**config.mk**
```make
export PLATFORM = sky130hd
export DESIGN_NAME = catmull_rom_resampler
export DESIGN_NICKNAME = d
export VERILOG_FILES = /design/src/crr_pkg.sv /design/src/crr_useq.sv /design/src/crr_dp.sv /design/src/catmull_rom_resampler.sv
export SDC_FILE = /design/constraint.sdc
export NUM_CORES = 2
export LEC_CHECK = 0
export BUFFER_PORTS_ARGS = -buffer_cell sky130_fd_sc_hd__buf_4
export CAP_MARGIN = 20
export CORE_UTILIZATION = 60
export CTS_CLUSTER_DIAMETER = 80
export DETAILED_ROUTE_END_ITERATION = 16
export GPL_TIMING_DRIVEN = 0
export PLACE_DENSITY = 0.81
export SLEW_MARGIN = 25
export SYNTH_ARGS = -nofsm -noshare
export SYNTH_HDL_FRONTEND = slang
export SYNTH_HIERARCHICAL = 1
export SYNTH_SLANG_ARGS = --single-unit
```
**constraint.sdc**
```tcl
create_clock -name i_clk -period 9.7 [get_ports i_clk]
set_input_delay 0.485 -clock i_clk [delete_from_list [all_inputs] [get_ports i_clk]]
set_output_delay 0.485 -clock i_clk [all_outputs]
set_load 0.02 [all_outputs]
```
**src/crr_pkg.sv**
```systemverilog
// Catmull-Rom resampler shared types, constants and the control store.
package crr_pkg;

    localparam int SAMPLE_BITS = 24;
    localparam int FRAC_BITS   = 24;
    localparam int TAPS        = 4;
    localparam int RATIO_BITS  = 31;
    localparam int PHASE_BITS  = 32;
    localparam int MU_BITS     = FRAC_BITS + 1;
    localparam int ACC_BITS    = 32;
    localparam int PROD_BITS   = ACC_BITS - 1 + MU_BITS;
    localparam int PC_BITS     = 5;

    localparam longint unsigned ONE_L = 64'd1 << FRAC_BITS;

    localparam logic [RATIO_BITS-1:0] RATIO_ONE = RATIO_BITS'(ONE_L);
    // passthrough window, open interval 0.9999 .. 1.00001
    localparam logic [RATIO_BITS-1:0] PASS_LO = RATIO_BITS'((ONE_L * 9999) / 10000 + 1);
    localparam logic [RATIO_BITS-1:0] PASS_HI = RATIO_BITS'((ONE_L * 100001 - 1) / 100000);

    localparam logic [PHASE_BITS-1:0] ONE_PH    = PHASE_BITS'(ONE_L);
    localparam logic [MU_BITS-1:0]    ONE_MU    = MU_BITS'(ONE_L);
    localparam logic [PROD_BITS-1:0]  HALF_PROD = PROD_BITS'(ONE_L >> 1);

    localparam logic signed [ACC_BITS-1:0] SAT_HI =
        ACC_BITS'((longint'(1) <<< (SAMPLE_BITS - 1)) - 1);
    localparam logic signed [ACC_BITS-1:0] SAT_LO =
        ACC_BITS'(-(longint'(1) <<< (SAMPLE_BITS - 1)));

    typedef enum logic [1:0] {
        H_NONE = 2'd0,
        H_IN   = 2'd1,
        H_OUT  = 2'd2,
        H_PEND = 2'd3
    } t_hold;

    typedef enum logic [3:0] {
        OP_NOP       = 4'd0,
        OP_ACCEPT    = 4'd1,
        OP_PUSH_UP   = 4'd2,
        OP_PUSH_DN   = 4'd3,
        OP_SUB_RATIO = 4'd4,
        OP_MU_DN     = 4'd5,
        OP_MU_UP     = 4'd6,
        OP_LOAD      = 4'd7,
        OP_MUL       = 4'd8,
        OP_ADD_A1    = 4'd9,
        OP_ADD_A2    = 4'd10,
        OP_ADD_Y1    = 4'd11,
        OP_EMIT      = 4'd12,
        OP_FLUSH     = 4'd13,
        OP_PASS      = 4'd14
    } t_op;

    typedef enum logic [2:0] {
        C_NONE     = 3'd0,
        C_ALWAYS   = 3'd1,
        C_PASS     = 3'd2,
        C_UP       = 3'd3,
        C_NMAX     = 3'd4,
        C_GE_RATIO = 3'd5,
        C_LT_ONE   = 3'd6,
        C_TAKEN    = 3'd7
    } t_cond;

    typedef struct packed {
        t_hold              hold;
        t_op                op;
        t_cond              cond;
        logic [PC_BITS-1:0] target;
    } t_uword;

    typedef struct packed {
        logic pass;
        logic up;
        logic nmax;
        logic ge_ratio;
        logic lt_one;
        logic taken;
        logic out_free;
        logic pend_ok;
    } t_stat;

    localparam logic [PC_BITS-1:0] S_IDLE     = PC_BITS'(0);
    localparam logic [PC_BITS-1:0] S_DISP     = PC_BITS'(1);
    localparam logic [PC_BITS-1:0] S_DISP2    = PC_BITS'(2);
    localparam logic [PC_BITS-1:0] S_D_LOOP   = PC_BITS'(3);
    localparam logic [PC_BITS-1:0] S_D_CHK    = PC_BITS'(4);
    localparam logic [PC_BITS-1:0] S_D_TST    = PC_BITS'(5);
    localparam logic [PC_BITS-1:0] S_D_TAKE   = PC_BITS'(6);
    localparam logic [PC_BITS-1:0] S_D_OUT    = PC_BITS'(7);
    localparam logic [PC_BITS-1:0] S_D_MU     = PC_BITS'(8);
    localparam logic [PC_BITS-1:0] S_D_END    = PC_BITS'(9);
    localparam logic [PC_BITS-1:0] S_D_PUSH   = PC_BITS'(10);
    localparam logic [PC_BITS-1:0] S_U_LOOP   = PC_BITS'(11);
    localparam logic [PC_BITS-1:0] S_U_CHK    = PC_BITS'(12);
    localparam logic [PC_BITS-1:0] S_U_TST    = PC_BITS'(13);
    localparam logic [PC_BITS-1:0] S_U_TAKE   = PC_BITS'(14);
    localparam logic [PC_BITS-1:0] S_U_OUT    = PC_BITS'(15);
    localparam logic [PC_BITS-1:0] S_I_LOAD   = PC_BITS'(16);
    localparam logic [PC_BITS-1:0] S_I_MUL0   = PC_BITS'(17);
    localparam logic [PC_BITS-1:0] S_I_A1     = PC_BITS'(18);
    localparam logic [PC_BITS-1:0] S_I_MUL1   = PC_BITS'(19);
    localparam logic [PC_BITS-1:0] S_I_A2     = PC_BITS'(20);
    localparam logic [PC_BITS-1:0] S_I_MUL2   = PC_BITS'(21);
    localparam logic [PC_BITS-1:0] S_I_Y1     = PC_BITS'(22);
    localparam logic [PC_BITS-1:0] S_I_EMIT   = PC_BITS'(23);
    localparam logic [PC_BITS-1:0] S_I_RET    = PC_BITS'(24);
    localparam logic [PC_BITS-1:0] S_U_END    = PC_BITS'(25);
    localparam logic [PC_BITS-1:0] S_U_PUSH   = PC_BITS'(26);
    localparam logic [PC_BITS-1:0] S_FINISH   = PC_BITS'(27);
    localparam logic [PC_BITS-1:0] S_PASS     = PC_BITS'(28);
    localparam logic [PC_BITS-1:0] S_LAST     = S_PASS;

    function automatic t_uword ucode(input logic [PC_BITS-1:0] pc);
        t_uword uw;
        unique case (pc)
            S_IDLE:   uw = '{H_IN,   OP_ACCEPT,    C_NONE,     S_IDLE};
            S_DISP:   uw = '{H_NONE, OP_NOP,       C_PASS,     S_PASS};
            S_DISP2:  uw = '{H_NONE, OP_NOP,       C_UP,       S_U_LOOP};
            S_D_LOOP: uw = '{H_NONE, OP_NOP,       C_NMAX,     S_D_END};
            S_D_CHK:  uw = '{H_NONE, OP_NOP,       C_GE_RATIO, S_D_OUT};
            S_D_TST:  uw = '{H_NONE, OP_NOP,       C_TAKEN,    S_FINISH};
            S_D_TAKE: uw = '{H_NONE, OP_PUSH_DN,   C_ALWAYS,   S_D_CHK};
            S_D_OUT:  uw = '{H_NONE, OP_SUB_RATIO, C_NONE,     S_IDLE};
            S_D_MU:   uw = '{H_NONE, OP_MU_DN,     C_ALWAYS,   S_I_LOAD};
            S_D_END:  uw = '{H_NONE, OP_NOP,       C_TAKEN,    S_FINISH};
            S_D_PUSH: uw = '{H_NONE, OP_PUSH_DN,   C_ALWAYS,   S_FINISH};
            S_U_LOOP: uw = '{H_NONE, OP_NOP,       C_NMAX,     S_U_END};
            S_U_CHK:  uw = '{H_NONE, OP_NOP,       C_LT_ONE,   S_U_OUT};
            S_U_TST:  uw = '{H_NONE, OP_NOP,       C_TAKEN,    S_FINISH};
            S_U_TAKE: uw = '{H_NONE, OP_PUSH_UP,   C_NONE,     S_IDLE};
            S_U_OUT:  uw = '{H_NONE, OP_MU_UP,     C_NONE,     S_IDLE};
            S_I_LOAD: uw = '{H_NONE, OP_LOAD,      C_NONE,     S_IDLE};
            S_I_MUL0: uw = '{H_NONE, OP_MUL,       C_NONE,     S_IDLE};
            S_I_A1:   uw = '{H_NONE, OP_ADD_A1,    C_NONE,     S_IDLE};
            S_I_MUL1: uw = '{H_NONE, OP_MUL,       C_NONE,     S_IDLE};
            S_I_A2:   uw = '{H_NONE, OP_ADD_A2,    C_NONE,     S_IDLE};
            S_I_MUL2: uw = '{H_NONE, OP_MUL,       C_NONE,     S_IDLE};
            S_I_Y1:   uw = '{H_NONE, OP_ADD_Y1,    C_NONE,     S_IDLE};
            S_I_EMIT: uw = '{H_PEND, OP_EMIT,      C_UP,       S_U_LOOP};
            S_I_RET:  uw = '{H_NONE, OP_NOP,       C_ALWAYS,   S_D_LOOP};
            S_U_END:  uw = '{H_NONE, OP_NOP,       C_TAKEN,    S_FINISH};
            S_U_PUSH: uw = '{H_NONE, OP_PUSH_UP,   C_NONE,     S_IDLE};
            S_FINISH: uw = '{H_PEND, OP_FLUSH,     C_ALWAYS,   S_IDLE};
            S_PASS:   uw = '{H_OUT,  OP_PASS,      C_ALWAYS,   S_IDLE};
            default:  uw = '{H_NONE, OP_NOP,       C_ALWAYS,   S_IDLE};
        endcase
        return uw;
    endfunction

endpackage

```
**src/crr_useq.sv**
```systemverilog
// Catmull-Rom resampler microsequencer: step counter, control store, branch logic.
module crr_useq import crr_pkg::*; (
    input  logic   i_clk,
    input  logic   i_rst_n,
    input  logic   i_in_valid,
    input  t_stat  i_stat,
    output t_uword o_uw,
    output logic   o_fire
);

    logic [PC_BITS-1:0] r_pc;
    logic [PC_BITS-1:0] n_pc;
    logic               go;
    logic               cond_true;

    assign o_uw   = ucode(r_pc);
    assign o_fire = go;

    always_comb begin
        unique case (o_uw.hold)
            H_NONE: go = 1'b1;
            H_IN:   go = i_in_valid;
            H_OUT:  go = i_stat.out_free;
            H_PEND: go = i_stat.pend_ok;
        endcase
    end

    always_comb begin
        unique case (o_uw.cond)
            C_NONE:     cond_true = 1'b0;
            C_ALWAYS:   cond_true = 1'b1;
            C_PASS:     cond_true = i_stat.pass;
            C_UP:       cond_true = i_stat.up;
            C_NMAX:     cond_true = i_stat.nmax;
            C_GE_RATIO: cond_true = i_stat.ge_ratio;
            C_LT_ONE:   cond_true = i_stat.lt_one;
            C_TAKEN:    cond_true = i_stat.taken;
        endcase
    end

    always_comb begin
        n_pc = r_pc;
        if (go) begin
            n_pc = cond_true ? o_uw.target : r_pc + PC_BITS'(1);
        end
    end

    always_ff @(posedge i_clk) begin
        if (!i_rst_n) begin
            r_pc <= S_IDLE;
        end else begin
            r_pc <= n_pc;
        end
    end

    a_pc_in_program: assert property (@(posedge i_clk) disable iff (!i_rst_n)
        r_pc <= S_LAST)
        else $error("step counter left the program");

    a_accept_dispatch: assert property (@(posedge i_clk) disable iff (!i_rst_n)
        (o_fire && o_uw.op == OP_ACCEPT) |=> (r_pc == S_DISP))
        else $error("accepted request not dispatched");

    a_hold_step: assert property (@(posedge i_clk) disable iff (!i_rst_n)
        !o_fire |=> $stable(r_pc))
        else $error("step counter moved while held");

endmodule

```
**src/crr_dp.sv**
```systemverilog
// Catmull-Rom resampler datapath: history, phase, Horner unit, pending and output registers.
module crr_dp import crr_pkg::*; #(
    parameter int MAX_UPSAMPLE = 64
) (
    input  logic                          i_clk,
    input  logic                          i_rst_n,
    input  logic signed [SAMPLE_BITS-1:0] i_sample,
    input  logic [RATIO_BITS-1:0]         i_ratio,
    input  t_uword                        i_uw,
    input  logic                          i_fire,
    input  logic                          i_out_stall,
    output t_stat                         o_stat,
    output logic signed [SAMPLE_BITS-1:0] o_sample_out,
    output logic                          o_last_of_run,
    output logic                          o_out_valid
);

    localparam int N_W = $clog2(MAX_UPSAMPLE + 1);
    localparam logic [N_W-1:0] N_MAX = N_W'(MAX_UPSAMPLE);

    logic signed [SAMPLE_BITS-1:0] r_hist [TAPS];
    logic signed [SAMPLE_BITS-1:0] n_hist [TAPS];
    logic signed [SAMPLE_BITS-1:0] r_sample, n_sample;
    logic [PHASE_BITS-1:0]         r_phase, n_phase;
    logic [MU_BITS-1:0]            r_mu, n_mu;
    logic signed [ACC_BITS-1:0]    r_t, n_t;
    logic [PROD_BITS-1:0]          r_prod, n_prod;
    logic                          r_neg, n_neg;
    logic [N_W-1:0]                r_n, n_n;
    logic                          r_taken, n_taken;
    logic [SAMPLE_BITS-1:0]        r_pend, n_pend;
    logic                          r_pend_v, n_pend_v;
    logic [SAMPLE_BITS-1:0]        r_out, n_out;
    logic                          r_out_last, n_out_last;
    logic                          r_out_valid, n_out_valid;

    logic signed [ACC_BITS-1:0] y0, y1, y2, y3, d12;
    logic signed [ACC_BITS-1:0] a0, a1, a2, y1x2;
    logic [ACC_BITS-1:0]        t_u, abs_t;
    logic [PROD_BITS-1:0]       prod_w, rnd;
    logic [ACC_BITS-1:0]        pmag;
    logic signed [ACC_BITS-1:0] pterm;
    logic [ACC_BITS-1:0]        rmag;
    logic signed [ACC_BITS-1:0] rs;
    logic [SAMPLE_BITS-1:0]     res;
    logic [PHASE_BITS-1:0]      ratio_ext;
    logic                       ge_one;
    logic [MU_BITS-1:0]         mu_dn, mu_up;
    logic                       out_free;
    logic                       do_push;

    // y0 oldest .. y3 newest
    assign y0   = ACC_BITS'(r_hist[3]);
    assign y1   = ACC_BITS'(r_hist[2]);
    assign y2   = ACC_BITS'(r_hist[1]);
    assign y3   = ACC_BITS'(r_hist[0]);
    assign d12  = y1 - y2;
    assign a0   = y3 - y0 + (d12 <<< 1) + d12;
    assign a1   = (y0 <<< 1) - (y1 <<< 2) - y1 + (y2 <<< 2) - y3;
    assign a2   = y2 - y0;
    assign y1x2 = y1 <<< 1;

    assign t_u    = r_t;
    assign abs_t  = t_u[ACC_BITS-1] ? (~t_u + ACC_BITS'(1)) : t_u;
    assign prod_w = PROD_BITS'(abs_t[ACC_BITS-2:0]) * PROD_BITS'(r_mu);

    // rounded magnitude, ties away from zero
    assign rnd   = r_prod + HALF_PROD;
    assign pmag  = ACC_BITS'(rnd >> FRAC_BITS);
    assign pterm = r_neg ? -$signed(pmag) : $signed(pmag);

    assign rmag = (abs_t + ACC_BITS'(1)) >> 1;
    assign rs   = t_u[ACC_BITS-1] ? -$signed(rmag) : $signed(rmag);

    always_comb begin
        priority if (rs > SAT_HI) begin
            res = SAT_HI[SAMPLE_BITS-1:0];
        end else if (rs < SAT_LO) begin
            res = SAT_LO[SAMPLE_BITS-1:0];
        end else begin
            res = rs[SAMPLE_BITS-1:0];
        end
    end

    assign ratio_ext = PHASE_BITS'(i_ratio);
    assign ge_one    = r_phase >= ONE_PH;
    assign mu_dn     = ge_one ? '0 : MU_BITS'(ONE_PH - r_phase);
    assign mu_up     = ge_one ? ONE_MU : r_phase[MU_BITS-1:0];
    assign out_free  = !r_out_valid || !i_out_stall;

    assign o_stat.pass     = (i_ratio >= PASS_LO) && (i_ratio <= PASS_HI);
    assign o_stat.up       = i_ratio < RATIO_ONE;
    assign o_stat.nmax     = r_n == N_MAX;
    assign o_stat.ge_ratio = r_phase >= ratio_ext;
    assign o_stat.lt_one   = !ge_one;
    assign o_stat.taken    = r_taken;
    assign o_stat.out_free = out_free;
    assign o_stat.pend_ok  = !r_pend_v || out_free;

    always_comb begin
        n_hist      = r_hist;
        n_sample    = r_sample;
        n_phase     = r_phase;
        n_mu        = r_mu;
        n_t         = r_t;
        n_prod      = r_prod;
        n_neg       = r_neg;
        n_n         = r_n;
        n_taken     = r_taken;
        n_pend      = r_pend;
        n_pend_v    = r_pend_v;
        n_out       = r_out;
        n_out_last  = r_out_last;
        n_out_valid = r_out_valid;
        do_push     = 1'b0;

        if (r_out_valid && !i_out_stall) begin
            n_out_valid = 1'b0;
        end

        if (i_fire) begin
            unique case (i_uw.op)
                OP_NOP: begin
                end
                OP_ACCEPT: begin
                    n_sample = i_sample;
                    n_taken  = 1'b0;
                    n_n      = '0;
                end
                OP_PUSH_UP: begin
                    do_push = 1'b1;
                    n_taken = 1'b1;
                    if (ge_one) begin
                        n_phase = r_phase - ONE_PH;
                    end
                end
                OP_PUSH_DN: begin
                    do_push = 1'b1;
                    n_taken = 1'b1;
                    n_phase = r_phase + ONE_PH;
                end
                OP_SUB_RATIO: begin
                    n_phase = r_phase - ratio_ext;
                end
                OP_MU_DN: begin
                    n_mu = mu_dn;
                end
                OP_MU_UP: begin
                    n_mu    = mu_up;
                    n_phase = r_phase + ratio_ext;
                end
                OP_LOAD: begin
                    n_t = a0;
                end
                OP_MUL: begin
                    n_prod = prod_w;
                    n_neg  = t_u[ACC_BITS-1];
                end
                OP_ADD_A1: begin
                    n_t = a1 + pterm;
                end
                OP_ADD_A2: begin
                    n_t = a2 + pterm;
                end
                OP_ADD_Y1: begin
                    n_t = y1x2 + pterm;
                end
                OP_EMIT: begin
                    if (r_pend_v) begin
                        n_out       = r_pend;
                        n_out_last  = 1'b0;
                        n_out_valid = 1'b1;
                    end
                    n_pend   = res;
                    n_pend_v = 1'b1;
                    n_n      = r_n + N_W'(1);
                end
                OP_FLUSH: begin
                    if (r_pend_v) begin
                        n_out       = r_pend;
                        n_out_last  = 1'b1;
                        n_out_valid = 1'b1;
                    end
                    n_pend_v = 1'b0;
                end
                OP_PASS: begin
                    do_push     = 1'b1;
                    n_out       = r_sample;
                    n_out_last  = 1'b1;
                    n_out_valid = 1'b1;
                end
                default: begin
                end
            endcase
        end

        if (do_push) begin
            for (int i = TAPS - 1; i > 0; i--) begin
                n_hist[i] = r_hist[i-1];
            end
            n_hist[0] = r_sample;
        end
    end

    always_ff @(posedge i_clk) begin
        if (!i_rst_n) begin
            for (int i = 0; i < TAPS; i++) begin
                r_hist[i] <= '0;
            end
            r_phase     <= ONE_PH;
            r_n         <= '0;
            r_taken     <= 1'b0;
            r_pend_v    <= 1'b0;
            r_out_valid <= 1'b0;
        end else begin
            r_hist      <= n_hist;
            r_phase     <= n_phase;
            r_n         <= n_n;
            r_taken     <= n_taken;
            r_pend_v    <= n_pend_v;
            r_out_valid <= n_out_valid;
        end
    end

    always_ff @(posedge i_clk) begin
        r_sample   <= n_sample;
        r_mu       <= n_mu;
        r_t        <= n_t;
        r_prod     <= n_prod;
        r_neg      <= n_neg;
        r_pend     <= n_pend;
        r_out      <= n_out;
        r_out_last <= n_out_last;
    end

    assign o_sample_out  = r_out;
    assign o_last_of_run = r_out_last;
    assign o_out_valid   = r_out_valid;

    a_count_limit: assert property (@(posedge i_clk) disable iff (!i_rst_n)
        r_n <= N_MAX)
        else $error("result count beyond limit");

    a_mu_range: assert property (@(posedge i_clk) disable iff (!i_rst_n)
        (i_fire && (i_uw.op == OP_MUL)) |-> (r_mu <= ONE_MU))
        else $error("interpolation position above one");

    a_emit_room: assert property (@(posedge i_clk) disable iff (!i_rst_n)
        (i_fire && i_uw.op == OP_EMIT && r_pend_v) |-> out_free)
        else $error("pending result overwrites a held output");

endmodule

```
**src/catmull_rom_resampler.sv**
```systemverilog
// Catmull-Rom cubic sample-rate converter top level: config register and sequencer/datapath.
//
//   channel  direction  handshake                  payload
//   in       sink       i_in_valid / o_in_stall    i_sample
//   out      source     o_out_valid / i_out_stall  o_sample_out, o_last_of_run
//   cfg      sink       i_cfg_valid / o_cfg_ready  i_cfg_ratio
//
// A request is taken only at the program's idle step; passthrough runs through dispatch
// to the passthrough step. Each interpolated result runs the load, multiply, add and emit
// steps: three multiply/accumulate pairs share one multiplier. An item also passes through
// dispatch, sample push and finish steps.
// Synchronous reset clears history to zero and sets phase and ratio to 1.0.
// Output stall holds the program at its emit, finish or passthrough step; one result may
// wait in the output register while the next request is taken.
module catmull_rom_resampler import crr_pkg::*; #(
    parameter int MAX_UPSAMPLE = 64
) (
    input  logic                          i_clk,
    input  logic                          i_rst_n,
    input  logic                          i_in_valid,
    output logic                          o_in_stall,
    input  logic signed [SAMPLE_BITS-1:0] i_sample,
    output logic                          o_out_valid,
    input  logic                          i_out_stall,
    output logic signed [SAMPLE_BITS-1:0] o_sample_out,
    output logic                          o_last_of_run,
    input  logic                          i_cfg_valid,
    output logic                          o_cfg_ready,
    input  logic [RATIO_BITS-1:0]         i_cfg_ratio
);

    logic [RATIO_BITS-1:0] r_ratio;
    logic [RATIO_BITS-1:0] n_ratio;
    t_uword                uw;
    t_stat                 stat;
    logic                  fire;

    assign o_cfg_ready = 1'b1;
    assign o_in_stall  = (uw.hold != H_IN);

    always_comb begin
        n_ratio = r_ratio;
        if (i_cfg_valid && o_cfg_ready) begin
            n_ratio = i_cfg_ratio;
        end
    end

    always_ff @(posedge i_clk) begin
        if (!i_rst_n) begin
            r_ratio <= RATIO_ONE;
        end else begin
            r_ratio <= n_ratio;
        end
    end

    crr_useq u_useq (
        .i_clk      (i_clk),
        .i_rst_n    (i_rst_n),
        .i_in_valid (i_in_valid),
        .i_stat     (stat),
        .o_uw       (uw),
        .o_fire     (fire)
    );

    crr_dp #(
        .MAX_UPSAMPLE (MAX_UPSAMPLE)
    ) u_dp (
        .i_clk         (i_clk),
        .i_rst_n       (i_rst_n),
        .i_sample      (i_sample),
        .i_ratio       (r_ratio),
        .i_uw          (uw),
        .i_fire        (fire),
        .i_out_stall   (i_out_stall),
        .o_stat        (stat),
        .o_sample_out  (o_sample_out),
        .o_last_of_run (o_last_of_run),
        .o_out_valid   (o_out_valid)
    );

endmodule
```
* Yosys cells after proc, flatten, opt, wreduce, memory -nomap -nowiden *
Memories as Yosys holds them, arrays and structs flattened. A register that Yosys moved wholly into a read port is not among the register bits.
Cells that the tools add are included.

storage, ports and cells
  bits in registers = 361
  ROM bits = 448
  bits of input ports = 60
  logic and storage cells = 144
  memories = 1

operators by class
  add/subtract/negate cells = 24
  multiply operators = 1
  $lt $le $gt $ge = 7
  equal/unequal tests = 30
  multiplexer cells = 29
  bitwise operators = 1
  reduce and logical (&&, ||, !) cells = 32

memories
  name             depth  bits a word  rd ports  clocked after Yosys merged registers in  write ports  RTL line        source
  (no name shown)  32     14           1         1                                        0            crr_pkg.sv:117  unique case (pc)

operator list
  operator                                                             number
  case mux 32 bit (4 select lines)                                     2
  adder 32 bit                                                         4
  two-way mux 32 bit                                                   4
  subtractor 24 x 24 -> 25 bit                                         3
  adder 32 x 1 -> 32 bit, second input constant                        2
  adder 56 x 24 -> 56 bit, second input constant                       1
  multiplier 31 x 25 -> 56 bit                                         1
  two-way mux 25 bit                                                   2
  case mux 25 bit (2 select lines)                                     1
  two-way mux 24 bit                                                   2
  case mux 24 bit (2 select lines)                                     1
  adder 25 x 32 -> 32 bit                                              1
  adder 32 x 25 -> 32 bit, second input constant                       1
  adder 32 x 26 -> 32 bit                                              1
  adder 32 x 31 -> 32 bit                                              1
  greater-or-equal comparator 32 x 25 -> 1 bit, second input constant  1
  greater-or-equal comparator 32 x 31 -> 1 bit                         1
  greater-than comparator 32 x 24 -> 1 bit, second input constant      1
  less-than comparator 32 x 24 -> 1 bit, second input constant         1
  negation 31 -> 32 bit                                                1
  negation 32 bit                                                      1
  NOT 32 bit                                                           1
  subtractor 32 x 24 -> 32 bit                                         1
  subtractor 32 x 25 -> 32 bit, second input constant                  1
  40 further kinds                                                     88

* Logic depth before layout (Yosys ltp) *
  depth after elaboration = 8
  gate-level depth with buffers = 38
  mapped depth without buffers = 34

* Modules after synthesis *
The synthesis kept the hierarchy.

by module, submodules not included
  module                 times used  cells an instance  area an instance (sq um)  seq. area each (sq um)
  crr_dp                 1           6400               55939.9                   7687.4
  crr_useq               1           166                1383.8                    380.4
  catmull_rom_resampler  1           103                1222.4                    620.6

* Least setup slack after synthesis *
Ideal clock, no wire load.

  path type = register -> register
  from = reg u_dp.r_t[0]
  to = reg u_dp.r_prod[47] (data pin)
  arrival time = 9358 ps
  required time = 9436 ps
  slack = 78 ps
  cell stages (with the launch flop) = 35
  clock period less this slack = 9622 ps
  cells stage by stage = edfxtp_1 clkbuf_1 clkbuf_1 inv_1 ha_1 nor2b_1 nand2_1 clkbuf_1 o41ai_1 xnor2_1 clkbuf_1 clkbuf_1 and2_1 fa_1 fa_1 inv_1 fa_1 fa_1 inv_1 fa_1 fa_1 inv_1 fa_1 inv_1 ha_1 and3_1 and3_1 a22o_1 a2111oi_0 o31ai_1 a211o_1 a41oi_1 o21bai_1 a221oi_1 xnor2_1

on the way
  word-level cells in the longest chain between the ends = 4

ends and longest elaborated chain
  element                         RTL line       source
  start: declaration              crr_dp.sv:26   logic signed [ACC_BITS-1:0] r_t, n_t;
  start signal: assignment        crr_dp.sv:228  r_t <= n_t;
  NOT 32 bit                      crr_dp.sv:64   assign abs_t = t_u[ACC_BITS-1] ? (~t_u + ACC_BITS'(1)) : t_u;
  adder 32 x 1 -> 32 bit          crr_dp.sv:64
  two-way mux 32 bit *            crr_dp.sv:64
  multiplier 31 x 25 -> 56 bit *  crr_dp.sv:65   assign prod_w = PROD_BITS'(abs_t[ACC_BITS-2:0]) * PROD_BITS'(r_mu);
  net u_dp.prod_w[47]             crr_dp.sv:40   logic [PROD_BITS-1:0] prod_w, rnd;
  end signal: assignment          crr_dp.sv:229  r_prod <= n_prod;
  end: declaration                crr_dp.sv:27   logic [PROD_BITS-1:0] r_prod, n_prod;

Mark *: on every way through the listed nets, which the timed path passes. The rest lies on a longest branch.
A chain may end at the register's enable or synchronous reset.

* Worst setup path after layout *
  from = reg u_dp.r_t[6]
  to = reg u_dp.r_prod[47] (data pin)

The elaborated chain is that of the path after synthesis.

==> run_results.csv <==
group,metric,value,unit
finish,n_fill_cell,7835,
job,drv_cap,0,
place,hpwl,151,mm
global_routing,grt_max_degree,29,
place,gp_congestion,1.04,
floorplanning,die_w,314,um
timing,hold_viol,0,
clock_network,clkTransAtPathRegs,0.06,ns
timing,drv_slew,0,
clock_network,holdBufCountCts,0,
synth,synthTopCellsByArea,"fa_1, ha_1, edfxtp_1",
place,portBuffers,85,
clock_network,cts.sinks,352,
synth,syn-cell-area,58500,sq um
floorplanning,io_pins,88,
drt,top_layer,"met5",
floorplanning,dieArea,98800,sq um
setup_path,start_kind,"flop",
setup_path,critical_path.max_fanout,10,
global_routing,grt_pass1_vias,50600,
drt,drt_wl_total,187,mm
drt,wl_per_cell,22.9,um
timing,hold-worst-slack,0.0694,ns
setup_path,slowest_delay,0.56,ns
drt,dr.pass1.iters,12,
setup_path,worstReg2RegStart,"u_dp/r_t[6]",
timing,worst_pin_slew,1.09,ns
synth,synth_cell_types,109,
synth,synth_warnings,6,
setup_path,cp_top_family,"adder cells",
synth,async_flop_share,0,
timing,post-route-min-period,9.58,ns
synth,synth_edf_count,164,
synth,postSynthCellCount,6669,
drt,drtIter0Drc,5293,
global_routing,gr-total-overflow,0,
synth,avgSynthCellArea,8.78,sq um
timing,final.setup_skew,0.0203,ns
min_path,min-delay-start,"i_sample[13]",
finish,nets,8213,
clock_network,cts_made_buffers,43,
timing,rsz0062_at_grt,"true",
synth,yosys_most_used_dff,"dfxtp_1",
finish,drive_gt1_frac,0.0723,
timing,fmax,104,MHz
floorplanning,start_util,0.605,
timing,slew_headroom,0.275,
floorplanning,row_count,114,
global_routing,grt_use_total,0.380,
min_path,min_path_type,"in2reg",
run_status,outcome,"finished clean",
drt,viasPerCell,6.20,
synth,syn-num-nets,8011,
drt,wl_met3,21.4,mm
global_routing,antenna_found_initial,14,
setup_path,cpMostUsedCell,"fa_1",
drt,dr_total_vias,50800,
setup_path,critPathSlowestCell,"fa_1",
synth,synth_top_area_share,0.294,
setup_path,cp-startpoint,"u_dp/r_t[6]",
floorplanning,die_h,314,um
finish,area_growth,9.06,%
synth,ys_seq_elements,352,
drt,met2_length,83.6,mm
clock_network,clk_latency,0.59,ns
setup_path,arrival,9.92,ns
clock_network,tritoncts,"yes",
clock_network,htree_levels,2,
synth,yosysTopAreaCell,"fa_1",
drt,ant_nets,0,
timing,setup_viol,0,
timing,finalCritPeriodShare,0.988,
clock_network,cts.path.max_buffers,3,
setup_path,path_class,"reg2reg",
synth,seq_area_frac_synth,0.148,
floorplanning,coreArea,96700,sq um
drt,routedLengthMet1,69.1,mm
setup_path,crit_required,10.03,ns
global_routing,grt_pass1_wl,287,mm
setup_path,cp_num_buf_inv,11,
setup_path,cp-end-kind,"flop",
clock_network,cts-root-buf,"clkbuf_16",
drt,drcViolationCount,0,
path summary, 6_finish.rpt:
check	depth (start not counted)	to	slack (ns)
hold reg to reg	1	u_dp/r_n[3]	0.51
hold / removal	1	u_dp/r_sample[13]	0.07
setup reg to reg	34	u_dp/r_prod[47]	0.12
setup / recovery	34	u_dp/r_prod[47]	0.12
through the flow:
step / cell area [sq um] / cells / util / setup TNS [ns] / setup WS, ns
6_report: 63900 / 8186 / 0.660 / 0 / 0.116
5_1_grt: 63800 / 8182 / 0.660 / -0.745 / -0.183
4_1_cts: 63300 / 8147 / 0.654 / 0 / 0.0141
3_5_place_dp: 61100 / 8044 / 0.632 / -77.35 / -3.11
3_3_place_gp: 60800 / 8030 / 0.629 / -75.60 / -3.06
2_1_floorplan: 58500 / 6669 / - / 0 / 0.0780
layout by cell type (no fill, tap or decap), types with 20 or more instances in the layout:
master     Yosys  layout
inv_1       1096    1093
fa_1         861     860
nand2_1      821     819
ha_1         421     420
and2_1       419     418
nor2_1       299     295
clkbuf_1     272     211
a21oi_1      211     208
xnor2_1      212     193
dfxtp_1      188     187
edfxtp_1     164     164
buf_4         10     162
o21ai_0      153     147
nand3_1      138     137
a21boi_0     123     123
xor2_1       115     115
nor3_1        97      97
nor2b_1       75      73
a21o_1        72      72
mux2i_1       48      48
or3_1         49      48
and3_1        49      48
clkbuf_16      0      44
o211ai_1      44      44
a31oi_1       42      42
nand2b_1      42      41
nand4_1       35      35
a211oi_1      36      34
clkbuf_2       0      33
o31ai_1       36      31
o21bai_1      31      30
mux2_2        29      29
o221ai_1      29      29
o22ai_1       28      27
nor4_1        29      26
o21a_1        25      25
buf_6          7      24
a2111oi_2     21      21
a221o_1       20      20
sequential cells by signal (all words and copies together), names as in the netlist, 24 cells and up:
| name | flops |
|---|---|
| u_dp/r_hist | 96 |
| u_dp/r_prod | 33 |
| u_dp/r_phase | 32 |
| u_dp/r_t | 32 |
| r_ratio | 31 |
| u_dp/r_mu | 25 |
| u_dp/o_sample_out | 24 |
| u_dp/r_pend | 24 |
| u_dp/r_sample | 24 |
metal layers:
layer / vias to the layer above / GRT usage
met2: 2970 / 0.597
met4: 8 / 0.219
li1: 22100 / -
met5: - / 0
met3: 808 / 0.0847
met1: 24800 / 0.486
Yosys cell counts (all sizes together) (138+ instances only):
| master | instances |
|---|---|
| a21oi | 211 |
| clkbuf | 272 |
| and2 | 420 |
| edfxtp | 164 |
| o21ai | 159 |
| fa | 861 |
| nand3 | 138 |
| xnor2 | 212 |
| inv | 1096 |
| nand2 | 821 |
| nor2 | 299 |
| ha | 421 |
| dfxtp | 188 |
cell families after synthesis:
group / share of synthesized area
simple gates: 0.180
buf+inv: 0.0928
fa+ha+maj: 0.385
compound gates: 0.131
flops: 0.148
xor+xnor: 0.0496
mux: 0.0140
other cells: 0.0000641
final cells by class:
class / instances / area, sq um / area share
Antenna cell: 5 / 12.5 / 0.000196
Buffer: 306 / 1580 / 0.0247
Clock buffer: 56 / 1150 / 0.0181
Clock inverter: 23 / 280 / 0.00439
Inverter: 1097 / 4120 / 0.0645
Multi-Input combinational cell: 4908 / 45100 / 0.706
Sequential cell: 352 / 8690 / 0.136
Tap cell: 1276 / 1600 / 0.0250
Timing Repair Buffer: 163 / 1350 / 0.0211
what timing repair did:
item,CTS,global route
setup buffers,27,36
resized for setup,139,113
gates cloned,0,1
pin swaps,10,18
setup endpoints to repair,33,20
Power is left out: the tool's default activity adds up to more than one toggle a clock period on the data nets, which glitch-free logic cannot reach.
